--- src/design/ist_pkg.sv ---
// Shared constants, codes and scan-unit types for the indexed slot table.
`default_nettype none
package ist_pkg;

  localparam int CMD_W    = 3;
  localparam int HANDLE_W = 7;
  localparam int DATA_W   = 32;
  localparam int STATUS_W = 2;
  localparam int COUNT_W  = 7;

  // Slots examined per scan step.
  localparam int CHUNK   = 8;
  localparam int CHUNK_W = 3;

  localparam logic [CMD_W-1:0] CMD_ALLOC = 3'd0;
  localparam logic [CMD_W-1:0] CMD_FREE  = 3'd1;
  localparam logic [CMD_W-1:0] CMD_FIRST = 3'd2;
  localparam logic [CMD_W-1:0] CMD_NEXT  = 3'd3;
  localparam logic [CMD_W-1:0] CMD_READ  = 3'd4;

  localparam logic [STATUS_W-1:0] ST_OK    = 2'd0;
  localparam logic [STATUS_W-1:0] ST_FULL  = 2'd1;
  localparam logic [STATUS_W-1:0] ST_RANGE = 2'd2;
  localparam logic [STATUS_W-1:0] ST_EMPTY = 2'd3;

  typedef struct packed {
    logic [CHUNK-1:0] cand;
    logic             down;
  } scan_req_t;

  typedef struct packed {
    logic               found;
    logic [CHUNK_W-1:0] offset;
  } scan_rsp_t;

endpackage
`default_nettype wire

--- src/design/ist_if.sv ---
// Request and result channel interfaces of the indexed slot table.
`default_nettype none
interface ist_in_if;
  logic                         valid;
  logic                         ready;
  logic [ist_pkg::CMD_W-1:0]    command;
  logic [ist_pkg::HANDLE_W-1:0] handle_in;
  logic [ist_pkg::DATA_W-1:0]   value_in;

  modport source (output valid, command, handle_in, value_in, input ready);
  modport sink   (input valid, command, handle_in, value_in, output ready);
endinterface

interface ist_out_if;
  logic                         valid;
  logic                         ready;
  logic [ist_pkg::STATUS_W-1:0] status;
  logic [ist_pkg::HANDLE_W-1:0] handle_out;
  logic [ist_pkg::DATA_W-1:0]   data_out;
  logic                         data_valid;
  logic [ist_pkg::COUNT_W-1:0]  used_count;

  modport source (output valid, status, handle_out, data_out, data_valid, used_count,
                  input ready);
  modport sink   (input valid, status, handle_out, data_out, data_valid, used_count,
                  output ready);
endinterface
`default_nettype wire

--- src/design/ist_scan.sv ---
// Shared chunk priority encoder: lowest or highest set candidate bit.
`default_nettype none
module ist_scan (
  input  ist_pkg::scan_req_t req,
  output ist_pkg::scan_rsp_t rsp
);

  always_comb begin
    rsp = '0;
    if (req.down) begin
      for (int j = 0; j < ist_pkg::CHUNK; j++) begin
        if (req.cand[j]) begin
          rsp.found  = 1'b1;
          rsp.offset = ist_pkg::CHUNK_W'(j);
        end
      end
    end else begin
      for (int j = ist_pkg::CHUNK - 1; j >= 0; j--) begin
        if (req.cand[j]) begin
          rsp.found  = 1'b1;
          rsp.offset = ist_pkg::CHUNK_W'(j);
        end
      end
    end
  end

endmodule
`default_nettype wire

--- src/design/indexed_slot_table.sv ---
// Top level of the indexed slot table: sequencer, occupancy state and word memory.
//
//   channel  | dir | fields                                             | handshake
//   in_ch    | in  | command, handle_in, value_in                       | valid/ready
//   out_ch   | out | status, handle_out, data_out, data_valid, used_count | valid/ready
//
// A request is accepted in the idle state, then runs scan steps, then loads the output.
// Each scan step runs the shared priority encoder over eight slots: allocate, free,
// first and next run scan steps (allocate scans a second time when it wraps
// below the hint); read and error cases skip the scan.
// Reset is synchronous, active low, and empties the table at once.
// A new request is taken while an earlier result waits in the output register; a
// finished result waits in the load state while the output stays stalled.
`default_nettype none
module indexed_slot_table #(
  parameter int SLOTS     = 64,
  parameter int WORD_BITS = 32
) (
  input  wire logic  clk,
  input  wire logic  rst_n,
  ist_in_if.sink     in_ch,
  ist_out_if.source  out_ch
);

  localparam int SW     = $clog2(SLOTS);
  localparam int NW     = $clog2(SLOTS + 1);
  localparam int NCHUNK = (SLOTS + ist_pkg::CHUNK - 1) / ist_pkg::CHUNK;
  localparam int CW     = (NCHUNK > 1) ? $clog2(NCHUNK) : 1;
  localparam int PW     = CW + ist_pkg::CHUNK_W;
  localparam int VPW    = NCHUNK * ist_pkg::CHUNK;
  localparam int CMPW   = (NW > ist_pkg::HANDLE_W) ? NW : ist_pkg::HANDLE_W;
  localparam logic [VPW-1:0] RANGE = {VPW{1'b1}} >> (VPW - SLOTS);

  typedef enum logic [3:0] {
    S_IDLE = 4'b0001,
    S_SCAN = 4'b0010,
    S_TRIM = 4'b0100,
    S_EMIT = 4'b1000
  } state_t;

  state_t                        state_r, state_nxt;
  logic [SLOTS-1:0]              valid_r, valid_nxt;
  logic [NW-1:0]                 cnt_r, cnt_nxt;
  logic [NW-1:0]                 hint_r, hint_nxt;
  logic [NW-1:0]                 hw_r, hw_nxt;
  logic                          out_valid_r, out_valid_nxt;

  logic                          alloc_r, alloc_nxt;
  logic                          wrapped_r, wrapped_nxt;
  logic [CW-1:0]                 chunk_r, chunk_nxt;
  logic [NW-1:0]                 bound_r, bound_nxt;
  logic [WORD_BITS-1:0]          value_r, value_nxt;
  logic [ist_pkg::STATUS_W-1:0]  res_status_r, res_status_nxt;
  logic [ist_pkg::HANDLE_W-1:0]  res_hout_r, res_hout_nxt;
  logic                          res_dvalid_r, res_dvalid_nxt;

  logic [ist_pkg::STATUS_W-1:0]  out_status_r;
  logic [ist_pkg::HANDLE_W-1:0]  out_hout_r;
  logic [ist_pkg::DATA_W-1:0]    out_data_r;
  logic                          out_dvalid_r;
  logic [ist_pkg::COUNT_W-1:0]   out_cnt_r;

  logic [WORD_BITS-1:0]          words [SLOTS];
  logic [WORD_BITS-1:0]          rd_word_r;
  logic                          wr_en, rd_en;
  logic [SW-1:0]                 wr_addr;

  logic                          in_fire, out_load;
  logic [VPW-1:0]                vpad;
  logic [ist_pkg::CHUNK-1:0]     vchunk, rchunk;
  logic [PW:0]                   pos_j, bound_ext;
  ist_pkg::scan_req_t            scan_req;
  ist_pkg::scan_rsp_t            scan_rsp;
  logic [PW-1:0]                 fidx;
  logic [PW:0]                   fnext;
  logic [NW-1:0]                 fnext_nw;

  logic [CMPW-1:0]               hext, hwext, st;
  logic [ist_pkg::HANDLE_W-1:0]  hm1;
  logic [SW-1:0]                 hidx;
  logic                          h_in_range, h_hit;

  ist_scan u_scan (
    .req (scan_req),
    .rsp (scan_rsp)
  );

  assign in_ch.ready = (state_r == S_IDLE);
  assign in_fire     = in_ch.valid && in_ch.ready;
  assign out_load    = (state_r == S_EMIT) && (!out_valid_r || out_ch.ready);

  assign out_ch.valid      = out_valid_r;
  assign out_ch.status     = out_status_r;
  assign out_ch.handle_out = out_hout_r;
  assign out_ch.data_out   = out_data_r;
  assign out_ch.data_valid = out_dvalid_r;
  assign out_ch.used_count = out_cnt_r;

  // Request decode helpers
  assign hext       = CMPW'(in_ch.handle_in);
  assign hwext      = CMPW'(hw_r);
  assign hm1        = in_ch.handle_in - 1'b1;
  assign hidx       = SW'(hm1);
  assign h_in_range = (in_ch.handle_in != '0) && (hext <= hwext);
  assign h_hit      = h_in_range && valid_r[hidx];

  // Candidate bits of the current chunk
  assign vpad      = VPW'(valid_r);
  assign vchunk    = vpad[chunk_r * ist_pkg::CHUNK +: ist_pkg::CHUNK];
  assign rchunk    = RANGE[chunk_r * ist_pkg::CHUNK +: ist_pkg::CHUNK];
  assign bound_ext = (PW + 1)'(bound_r);

  always_comb begin
    scan_req      = '0;
    pos_j         = '0;
    scan_req.down = (state_r == S_TRIM);
    for (int j = 0; j < ist_pkg::CHUNK; j++) begin
      pos_j = {1'b0, chunk_r, ist_pkg::CHUNK_W'(j)};
      scan_req.cand[j] = rchunk[j]
                       & (scan_req.down ? (pos_j < bound_ext) : (pos_j >= bound_ext))
                       & (alloc_r ? ~vchunk[j] : vchunk[j]);
    end
  end

  assign fidx     = {chunk_r, scan_rsp.offset};
  assign fnext    = {1'b0, fidx} + 1'b1;
  assign fnext_nw = NW'(fnext);

  always_comb begin
    state_nxt      = state_r;
    valid_nxt      = valid_r;
    cnt_nxt        = cnt_r;
    hint_nxt       = hint_r;
    hw_nxt         = hw_r;
    out_valid_nxt  = out_valid_r;
    alloc_nxt      = alloc_r;
    wrapped_nxt    = wrapped_r;
    chunk_nxt      = chunk_r;
    bound_nxt      = bound_r;
    value_nxt      = value_r;
    res_status_nxt = res_status_r;
    res_hout_nxt   = res_hout_r;
    res_dvalid_nxt = res_dvalid_r;
    wr_en          = 1'b0;
    wr_addr        = fidx[SW-1:0];
    rd_en          = 1'b0;
    st             = '0;

    if (out_valid_r && out_ch.ready) begin
      out_valid_nxt = 1'b0;
    end

    unique case (state_r)
      S_IDLE: begin
        if (in_fire) begin
          res_status_nxt = ist_pkg::ST_OK;
          res_hout_nxt   = '0;
          res_dvalid_nxt = 1'b0;
          alloc_nxt      = 1'b0;
          wrapped_nxt    = 1'b0;
          value_nxt      = WORD_BITS'(in_ch.value_in);
          state_nxt      = S_EMIT;
          unique case (in_ch.command)
            ist_pkg::CMD_ALLOC: begin
              if (cnt_r >= NW'(SLOTS)) begin
                res_status_nxt = ist_pkg::ST_FULL;
              end else begin
                alloc_nxt = 1'b1;
                state_nxt = S_SCAN;
                if (CMPW'(hint_r) >= CMPW'(SLOTS)) begin
                  wrapped_nxt = 1'b1;
                end else begin
                  st = CMPW'(hint_r);
                end
              end
            end
            ist_pkg::CMD_FREE: begin
              if (in_ch.handle_in == '0) begin
                res_status_nxt = ist_pkg::ST_OK;
              end else if (!h_in_range) begin
                res_status_nxt = ist_pkg::ST_RANGE;
              end else if (!h_hit) begin
                res_status_nxt = ist_pkg::ST_EMPTY;
              end else begin
                valid_nxt[hidx] = 1'b0;
                cnt_nxt         = cnt_r - 1'b1;
                if (NW'(hm1) < hint_r) begin
                  hint_nxt = NW'(hm1);
                end
                if (hext == hwext) begin
                  st        = CMPW'(hm1);
                  state_nxt = S_TRIM;
                end else begin
                  st        = hext;
                  state_nxt = S_SCAN;
                end
              end
            end
            ist_pkg::CMD_FIRST: begin
              if (cnt_r != '0) begin
                state_nxt = S_SCAN;
              end
            end
            ist_pkg::CMD_NEXT: begin
              if ((in_ch.handle_in != '0) && (hext < CMPW'(SLOTS))) begin
                st        = hext;
                state_nxt = S_SCAN;
              end
            end
            ist_pkg::CMD_READ: begin
              if (!h_in_range) begin
                res_status_nxt = ist_pkg::ST_RANGE;
              end else if (!h_hit) begin
                res_status_nxt = ist_pkg::ST_EMPTY;
              end else begin
                res_dvalid_nxt = 1'b1;
                rd_en          = 1'b1;
              end
            end
            default: begin
              res_status_nxt = ist_pkg::ST_OK;
            end
          endcase
          chunk_nxt = CW'(st >> ist_pkg::CHUNK_W);
          bound_nxt = NW'(st);
        end
      end

      S_SCAN: begin
        if (scan_rsp.found) begin
          res_hout_nxt = ist_pkg::HANDLE_W'(fnext);
          state_nxt    = S_EMIT;
          if (alloc_r) begin
            wr_en               = 1'b1;
            valid_nxt[fidx[SW-1:0]] = 1'b1;
            cnt_nxt             = cnt_r + 1'b1;
            hint_nxt            = fnext_nw;
            if (fnext_nw > hw_r) begin
              hw_nxt = fnext_nw;
            end
          end
        end else if (chunk_r == CW'(NCHUNK - 1)) begin
          if (alloc_r && !wrapped_r) begin
            wrapped_nxt = 1'b1;
            chunk_nxt   = '0;
            bound_nxt   = '0;
          end else begin
            if (alloc_r) begin
              res_status_nxt = ist_pkg::ST_FULL;
            end
            state_nxt = S_EMIT;
          end
        end else begin
          chunk_nxt = chunk_r + 1'b1;
        end
      end

      S_TRIM: begin
        if (scan_rsp.found) begin
          hw_nxt    = fnext_nw;
          state_nxt = S_EMIT;
        end else if (chunk_r == '0) begin
          hw_nxt    = '0;
          state_nxt = S_EMIT;
        end else begin
          chunk_nxt = chunk_r - 1'b1;
        end
      end

      S_EMIT: begin
        if (out_load) begin
          out_valid_nxt = 1'b1;
          state_nxt     = S_IDLE;
        end
      end

      default: begin
        state_nxt = S_IDLE;
      end
    endcase
  end

  always_ff @(posedge clk) begin
    if (!rst_n) begin
      state_r     <= S_IDLE;
      valid_r     <= '0;
      cnt_r       <= '0;
      hint_r      <= '0;
      hw_r        <= '0;
      out_valid_r <= 1'b0;
    end else begin
      state_r     <= state_nxt;
      valid_r     <= valid_nxt;
      cnt_r       <= cnt_nxt;
      hint_r      <= hint_nxt;
      hw_r        <= hw_nxt;
      out_valid_r <= out_valid_nxt;
    end
  end

  always_ff @(posedge clk) begin
    alloc_r      <= alloc_nxt;
    wrapped_r    <= wrapped_nxt;
    chunk_r      <= chunk_nxt;
    bound_r      <= bound_nxt;
    value_r      <= value_nxt;
    res_status_r <= res_status_nxt;
    res_hout_r   <= res_hout_nxt;
    res_dvalid_r <= res_dvalid_nxt;
    if (out_load) begin
      out_status_r <= res_status_r;
      out_hout_r   <= res_hout_r;
      out_data_r   <= res_dvalid_r ? ist_pkg::DATA_W'(rd_word_r) : '0;
      out_dvalid_r <= res_dvalid_r;
      out_cnt_r    <= ist_pkg::COUNT_W'(cnt_r);
    end
  end

  // Word store
  always_ff @(posedge clk) begin
    if (wr_en) begin
      words[wr_addr] <= value_r;
    end
    if (rd_en) begin
      rd_word_r <= words[hidx];
    end
  end

`ifndef SYNTHESIS
  a_cnt_bound: assert property (@(posedge clk) disable iff (!rst_n)
    cnt_r <= NW'(SLOTS))
    else $error("occupied count above capacity");

  a_cnt_match: assert property (@(posedge clk) disable iff (!rst_n)
    $countones(valid_r) == int'(cnt_r))
    else $error("occupied count differs from valid bits");

  a_hw_above: assert property (@(posedge clk) disable iff (!rst_n)
    (valid_r >> hw_r) == '0)
    else $error("occupied slot at or above high-water mark");

  a_busy: assert property (@(posedge clk) disable iff (!rst_n)
    in_fire |=> (state_r != S_IDLE))
    else $error("sequencer idle right after a request");
`endif

endmodule
`default_nettype wire

--- src/flat_wrapper.sv ---
// flat-port wrapper written by rule: the top's interface ports become plain ports
module indexed_slot_table_flat 
#(
  parameter int SLOTS     = 64,
  parameter int WORD_BITS = 32
)
  (clk, rst_n, in_ch_valid, in_ch_command, in_ch_handle_in, in_ch_value_in, in_ch_ready, out_ch_valid, out_ch_status, out_ch_handle_out, out_ch_data_out, out_ch_data_valid, out_ch_used_count, out_ch_ready);
  ist_in_if in_ch_i ();
  ist_out_if out_ch_i ();
  input  wire logic clk;
  input  wire logic rst_n;
  input wire logic [$bits(in_ch_i.valid)-1:0] in_ch_valid;
  input wire logic [$bits(in_ch_i.command)-1:0] in_ch_command;
  input wire logic [$bits(in_ch_i.handle_in)-1:0] in_ch_handle_in;
  input wire logic [$bits(in_ch_i.value_in)-1:0] in_ch_value_in;
  output wire logic [$bits(in_ch_i.ready)-1:0] in_ch_ready;
  output wire logic [$bits(out_ch_i.valid)-1:0] out_ch_valid;
  output wire logic [$bits(out_ch_i.status)-1:0] out_ch_status;
  output wire logic [$bits(out_ch_i.handle_out)-1:0] out_ch_handle_out;
  output wire logic [$bits(out_ch_i.data_out)-1:0] out_ch_data_out;
  output wire logic [$bits(out_ch_i.data_valid)-1:0] out_ch_data_valid;
  output wire logic [$bits(out_ch_i.used_count)-1:0] out_ch_used_count;
  input wire logic [$bits(out_ch_i.ready)-1:0] out_ch_ready;
  assign in_ch_i.valid = in_ch_valid;
  assign in_ch_i.command = in_ch_command;
  assign in_ch_i.handle_in = in_ch_handle_in;
  assign in_ch_i.value_in = in_ch_value_in;
  assign in_ch_ready = in_ch_i.ready;
  assign out_ch_valid = out_ch_i.valid;
  assign out_ch_status = out_ch_i.status;
  assign out_ch_handle_out = out_ch_i.handle_out;
  assign out_ch_data_out = out_ch_i.data_out;
  assign out_ch_data_valid = out_ch_i.data_valid;
  assign out_ch_used_count = out_ch_i.used_count;
  assign out_ch_i.ready = out_ch_ready;
  indexed_slot_table #(.SLOTS(SLOTS), .WORD_BITS(WORD_BITS)) u_core (.clk(clk), .rst_n(rst_n), .in_ch(in_ch_i), .out_ch(out_ch_i));
endmodule
--- config.mk ---
export PLATFORM = sky130hd
export DESIGN_NAME = indexed_slot_table_flat
export DESIGN_NICKNAME = d
export VERILOG_FILES = /design/src/design/ist_pkg.sv /design/src/design/ist_if.sv /design/src/design/ist_scan.sv /design/src/design/indexed_slot_table.sv /design/src/flat_wrapper.sv
export SDC_FILE = /design/constraint.sdc
export NUM_CORES = 2
export LEC_CHECK = 0
export BUFFER_PORTS_ARGS = -buffer_cell sky130_fd_sc_hd__buf_2
export CAP_MARGIN = 0
export CORE_ASPECT_RATIO = 2
export CORE_UTILIZATION = 60
export CTS_BUF_LIST = sky130_fd_sc_hd__clkbuf_8
export CTS_CLUSTER_SIZE = 12
export DETAILED_ROUTE_END_ITERATION = 6
export PLACE_DENSITY_LB_ADDON = 0.12
export SYNTH_ARGS = -nofsm -noshare
export SYNTH_HDL_FRONTEND = slang
export SYNTH_SLANG_ARGS = --single-unit
export TNS_END_PERCENT = 30
--- constraint.sdc ---
create_clock -name clk -period 12 [get_ports clk]
set_input_delay 0 -clock clk [delete_from_list [all_inputs] [get_ports clk]]
set_output_delay 0 -clock clk [all_outputs]
set_load 0.005 [all_outputs]
==> impl_metrics.toml <==
[worst_hold_path]
hold_path_end = "u_core.state_r[1]$_SDFFE_PN0P_"
holdCritStartpoint = "in_ch_valid"
whs_path_depth = 5
hp-class = "primary input to register"

[critical_path]
crit_arrival_ns = 7.01
max_stage_delay_ns = 0.96
crit_buf_inv = 2
crit_path_start_kind = "register"
crit_chain = "ha_1 -> o21bai_1 -> o22ai_1 -> xnor2_1 -> o21ai_0 -> o31ai_1 -> o311ai_1 -> a211oi_2 -> buf_4 -> ha_1 -> nand2_1 -> a211oi_1 -> xnor2_1 -> inv_1 -> ha_1 -> nand3_1 -> nor2_1 -> a211oi_1 -> nor3_1 -> o21ai_0 -> nor2_1 -> a32o_1"
critical_path_required_ns = 12.78
critPathCaptureType = "register"
worst_path_max_delay_cell = "edfxtp_1"
crit_fanout = 24
reg2regPathDepth = 22
reg2reg_slack_ns = 5.77
path_delay_family = "compound AO/OA/AOI/OAI gates"
timing.rr.start = "u_core.chunk_r[2]$_DFFE_PP_"
crit_type = "register to register"
path_common_cell = "ha_1"
cp.depth = 22
r2r-end = "u_core.hw_r[3]$_SDFFE_PN0P_"

[pwr]
p_sw_share_pct = 25.1
p_leak_uw = 0.0297
comb_power_share_pct = 10.0
p_int_uw = 11900
power.switching_uw = 3990
powerDensity_nw_per_um2 = 168
ir_drop_v = 0.000102
p_clk_share_pct = 34.2
pwr-share-seq_pct = 55.9

[sta]
tightest_slew_ns = 1.54
hold_viol = 0
finalSetupViolations = 0
setup_ws_ns = 5.77
finalSetupTns_ns = 0
period_share_pct = 51.9
grt_setup_unrepaired = "false"
hold_ws_ns = 0.175
finalClockSkew_ns = 0.0476
period_minus_slack_ns = 6.23
drv_slew = 2
maxSlewHeadroom_pct = -2.44
clock.fmax_mhz = 160

[floorplan]
rows = 195
start_util_pct = 60.4
die_y_um = 535
io_pins = 97
core_area_um2 = 141000
die_area_um2 = 143000
chipWidth_um = 268

[layout]
fillers = 9487
drive_gt1_share_pct = 14.0
fin_nets = 5316
area_growth_pct = 11.5

[global_route]
grt_pass1_wl_um = 362000
grt_usage_pct = 36.2
grt-ovfl-total = 0
grt_pass1_vias = 50100
grt_max_degree = 107
antenna_found_initial = 17

[yosys]
synth_seq_cells = 2273
ys_seq_area_share_pct = 79.2
yosys.area.top_type = "edfxtp_1"
syn_area_um2 = 85100
synth_area_per_cell_um2 = 17.3
synthArstFlopShare_pct = 0
synthCells = 4915
syn_nets = 4998
synth.distinct_cells = 91
synth_ff_type = "edfxtp_1"
synthTopCellsByArea = "edfxtp_1 77%, a22oi_1 6.4%, dfxtp_1 2.1%"
synth_top_area_share_pct = 77.1
ys_warn_count = 0
synth_edf_count = 2183

[routing]
vias_per_cell = 7.01
final_antenna_net_count = 0
drc_errors = 0
vias = 51400
wirelength_um = 259000
wl_per_cell_um = 35.4
drtIter0Drc = 7090
first_pass_iters = 7

[cts]
clk_latency_ns = 0.91
clkSinkCount = 2273
ctsLongestPathBuffers = 4
cts-htree-levels = 5
cts_setup_buffers = 0
clk_pin_slew_ns = 0.07
cts.repair.resized = 0
cts_tree = "built"
cts_root_buf = "clkbuf_8"
cts_buffers = 305

[run]
max_cap_violations = 1

[place]
gp_congestion = 0.930
dp_hpwl_um = 147000
dp_slack_ns = 5.81
io_buffer_count = 96

[run_status]
violations = "max-capacitance violations, max-slew violations"
status = "finished, violations left"
-- layer usage --
layer | vias up | global-route usage, % | part of all wire (%)
li1 | 21100 | - | -
met1 | 26000 | 43.2 | 33
met2 | 3362 | 60.4 | 50
met3 | 818 | 6.26 | 9.3
met4 | 8 | 23.9 | 7.4
met5 | - | 0 | 0.022
-- worst max-delay path by stage --
stage                                      startpoint  slack [ns]                           end
after global routing      u_core.chunk_r[2]$_DFFE_PP_        5.35   u_core.hw_r[3]$_SDFFE_PN0P_
after floorplan           u_core.chunk_r[2]$_DFFE_PP_        7.28  u_core.words[0][0]$_DFFE_PP_
after CTS                 u_core.chunk_r[2]$_DFFE_PP_        5.79   u_core.hw_r[5]$_SDFFE_PN0P_
final                     u_core.chunk_r[2]$_DFFE_PP_        5.77   u_core.hw_r[3]$_SDFFE_PN0P_
after detailed placement  u_core.chunk_r[2]$_DFFE_PP_        5.81   u_core.hw_r[5]$_SDFFE_PN0P_
after global placement    u_core.chunk_r[0]$_DFFE_PP_        5.74   u_core.hw_r[5]$_SDFFE_PN0P_
-- stage by stage --
step	utilization, %	instance area (um2)	total power, uW	std cells
detailed placement	62.9	88500	10600	6714
finish	67.4	94900	15900	7323
floorplan	-	85100	9880	4915
global placement	62.9	88500	10600	6714
CTS	67.4	94800	15900	7315
global route	67.4	94800	16300	7318
-- final cells by class --
| cell class | instances | area [um2] | share of cell area [%] |
|---|---|---|---|
| flip-flops and latches | 2273 | 67400 | 71.0 |
| clock inverters | 203 | 1150 | 1.21 |
| inverters | 39 | 148 | 0.156 |
| diodes | 8 | 20.0 | 0.0211 |
| repair buffers | 348 | 2710 | 2.85 |
| multi-input cells | 2266 | 16800 | 17.7 |
| clock buffers | 315 | 4340 | 4.57 |
| well taps | 1871 | 2340 | 2.47 |
-- cell usage in the layout, fill, tap and decap left out, drive strengths merged, types with 10 or more instances in the layout --
cell	instances
a31oi	95
bufinv	11
nor3	26
and3	14
nand2b	12
ha	36
o22ai	11
o21a	38
o211ai	35
dfxtp	90
nor2	154
a22o	159
a21oi	124
xnor2	22
a211oi	10
nand2	75
inv	131
nand3	89
clkinv	92
mux2i	31
buf	265
a22oi	728
dlygate4sd3	83
nor2b	11
o21ai	70
and2	44
a21boi	33
a221oi	182
clkbuf	315
mux4	12
nand4	105
o221ai	29
edfxtp	2183
-- tightest hold or removal path, stage by stage --
cell and delay, ns:
dlygate4sd3_1 0.53, buf_2 0.16, nand2b_1 0.16, nand3_1 0.10, nor3_1 0.05
-- logic make-up (layout without fill, tap and decap cells) --
kind of cell               count (synthesis)  in the layout  synth area share, %
AOI/OAI and AO/OA                       1580           1580                 13.9
xor gates and xnor gates                  31             31                0.337
adders and majority gates                 37             37                0.553
buffers and inverters                    376            905                 1.76
DFF                                     2273           2273                 79.2
muxes                                     47             47                0.740
other                                      0              8                    0
and+or+nand+nor                          571            571                 3.51
-- power groups by stage --
stage                     logic [uW]  clock network, uW  registers, uW
after detailed placement        1520                  0           9060
final                           1580               5440           8890
after floorplan                  730                  0           9150
after global routing            1640               5780           8890
after global placement          1510                  0           9050
after CTS                       1550               5480           8890
-- state kept, by name (all words and copies together), names as in the netlist, 32 cells and up --
register	cells
u_core.value_r	32
u_core.valid_r	64
u_core.words	2048
u_core.rd_word_r	32
u_core.out_ch.data_out	32
-- synth_stat cells (4+ instances only) --
library cell  number
a221oi_1         182
o21ai_0           34
dfxtp_1           90
a21o_1             8
a31oi_1           95
buf_1             62
edfxtp_1        2183
o22ai_1           11
nand2_1           74
nor3_1            22
xor2_1             9
a211oi_1           7
ha_1              36
a22oi_1          728
nor2b_1           11
nand3b_1           4
mux2i_1           31
nor4_1             7
o221ai_1          29
o21a_1            37
a21boi_1          17
nand2b_1          12
buf_4              9
a222oi_1           4
xnor2_1           20
o2111ai_1          4
clkbuf_1         240
and2_1            42
and3_1            14
o21ai_1           36
o31ai_1            9
a21oi_1          123
inv_1             33
a32o_1             4
nor2_1           152
a22o_1           159
nand4_1          104
mux4_2            12
o211ai_1          35
a21boi_0          16
buf_2             23
nand3_1           89
a41oi_1            7
or3_1              8
-- what timing repair did --
action | 4_1_cts | 5_1_grt
hold buffers | 83 | 0
endpoints found under the setup margin | 0 | 0
endpoints found under the hold margin | 143 | 0
Power figures use the tool's default switching activity.
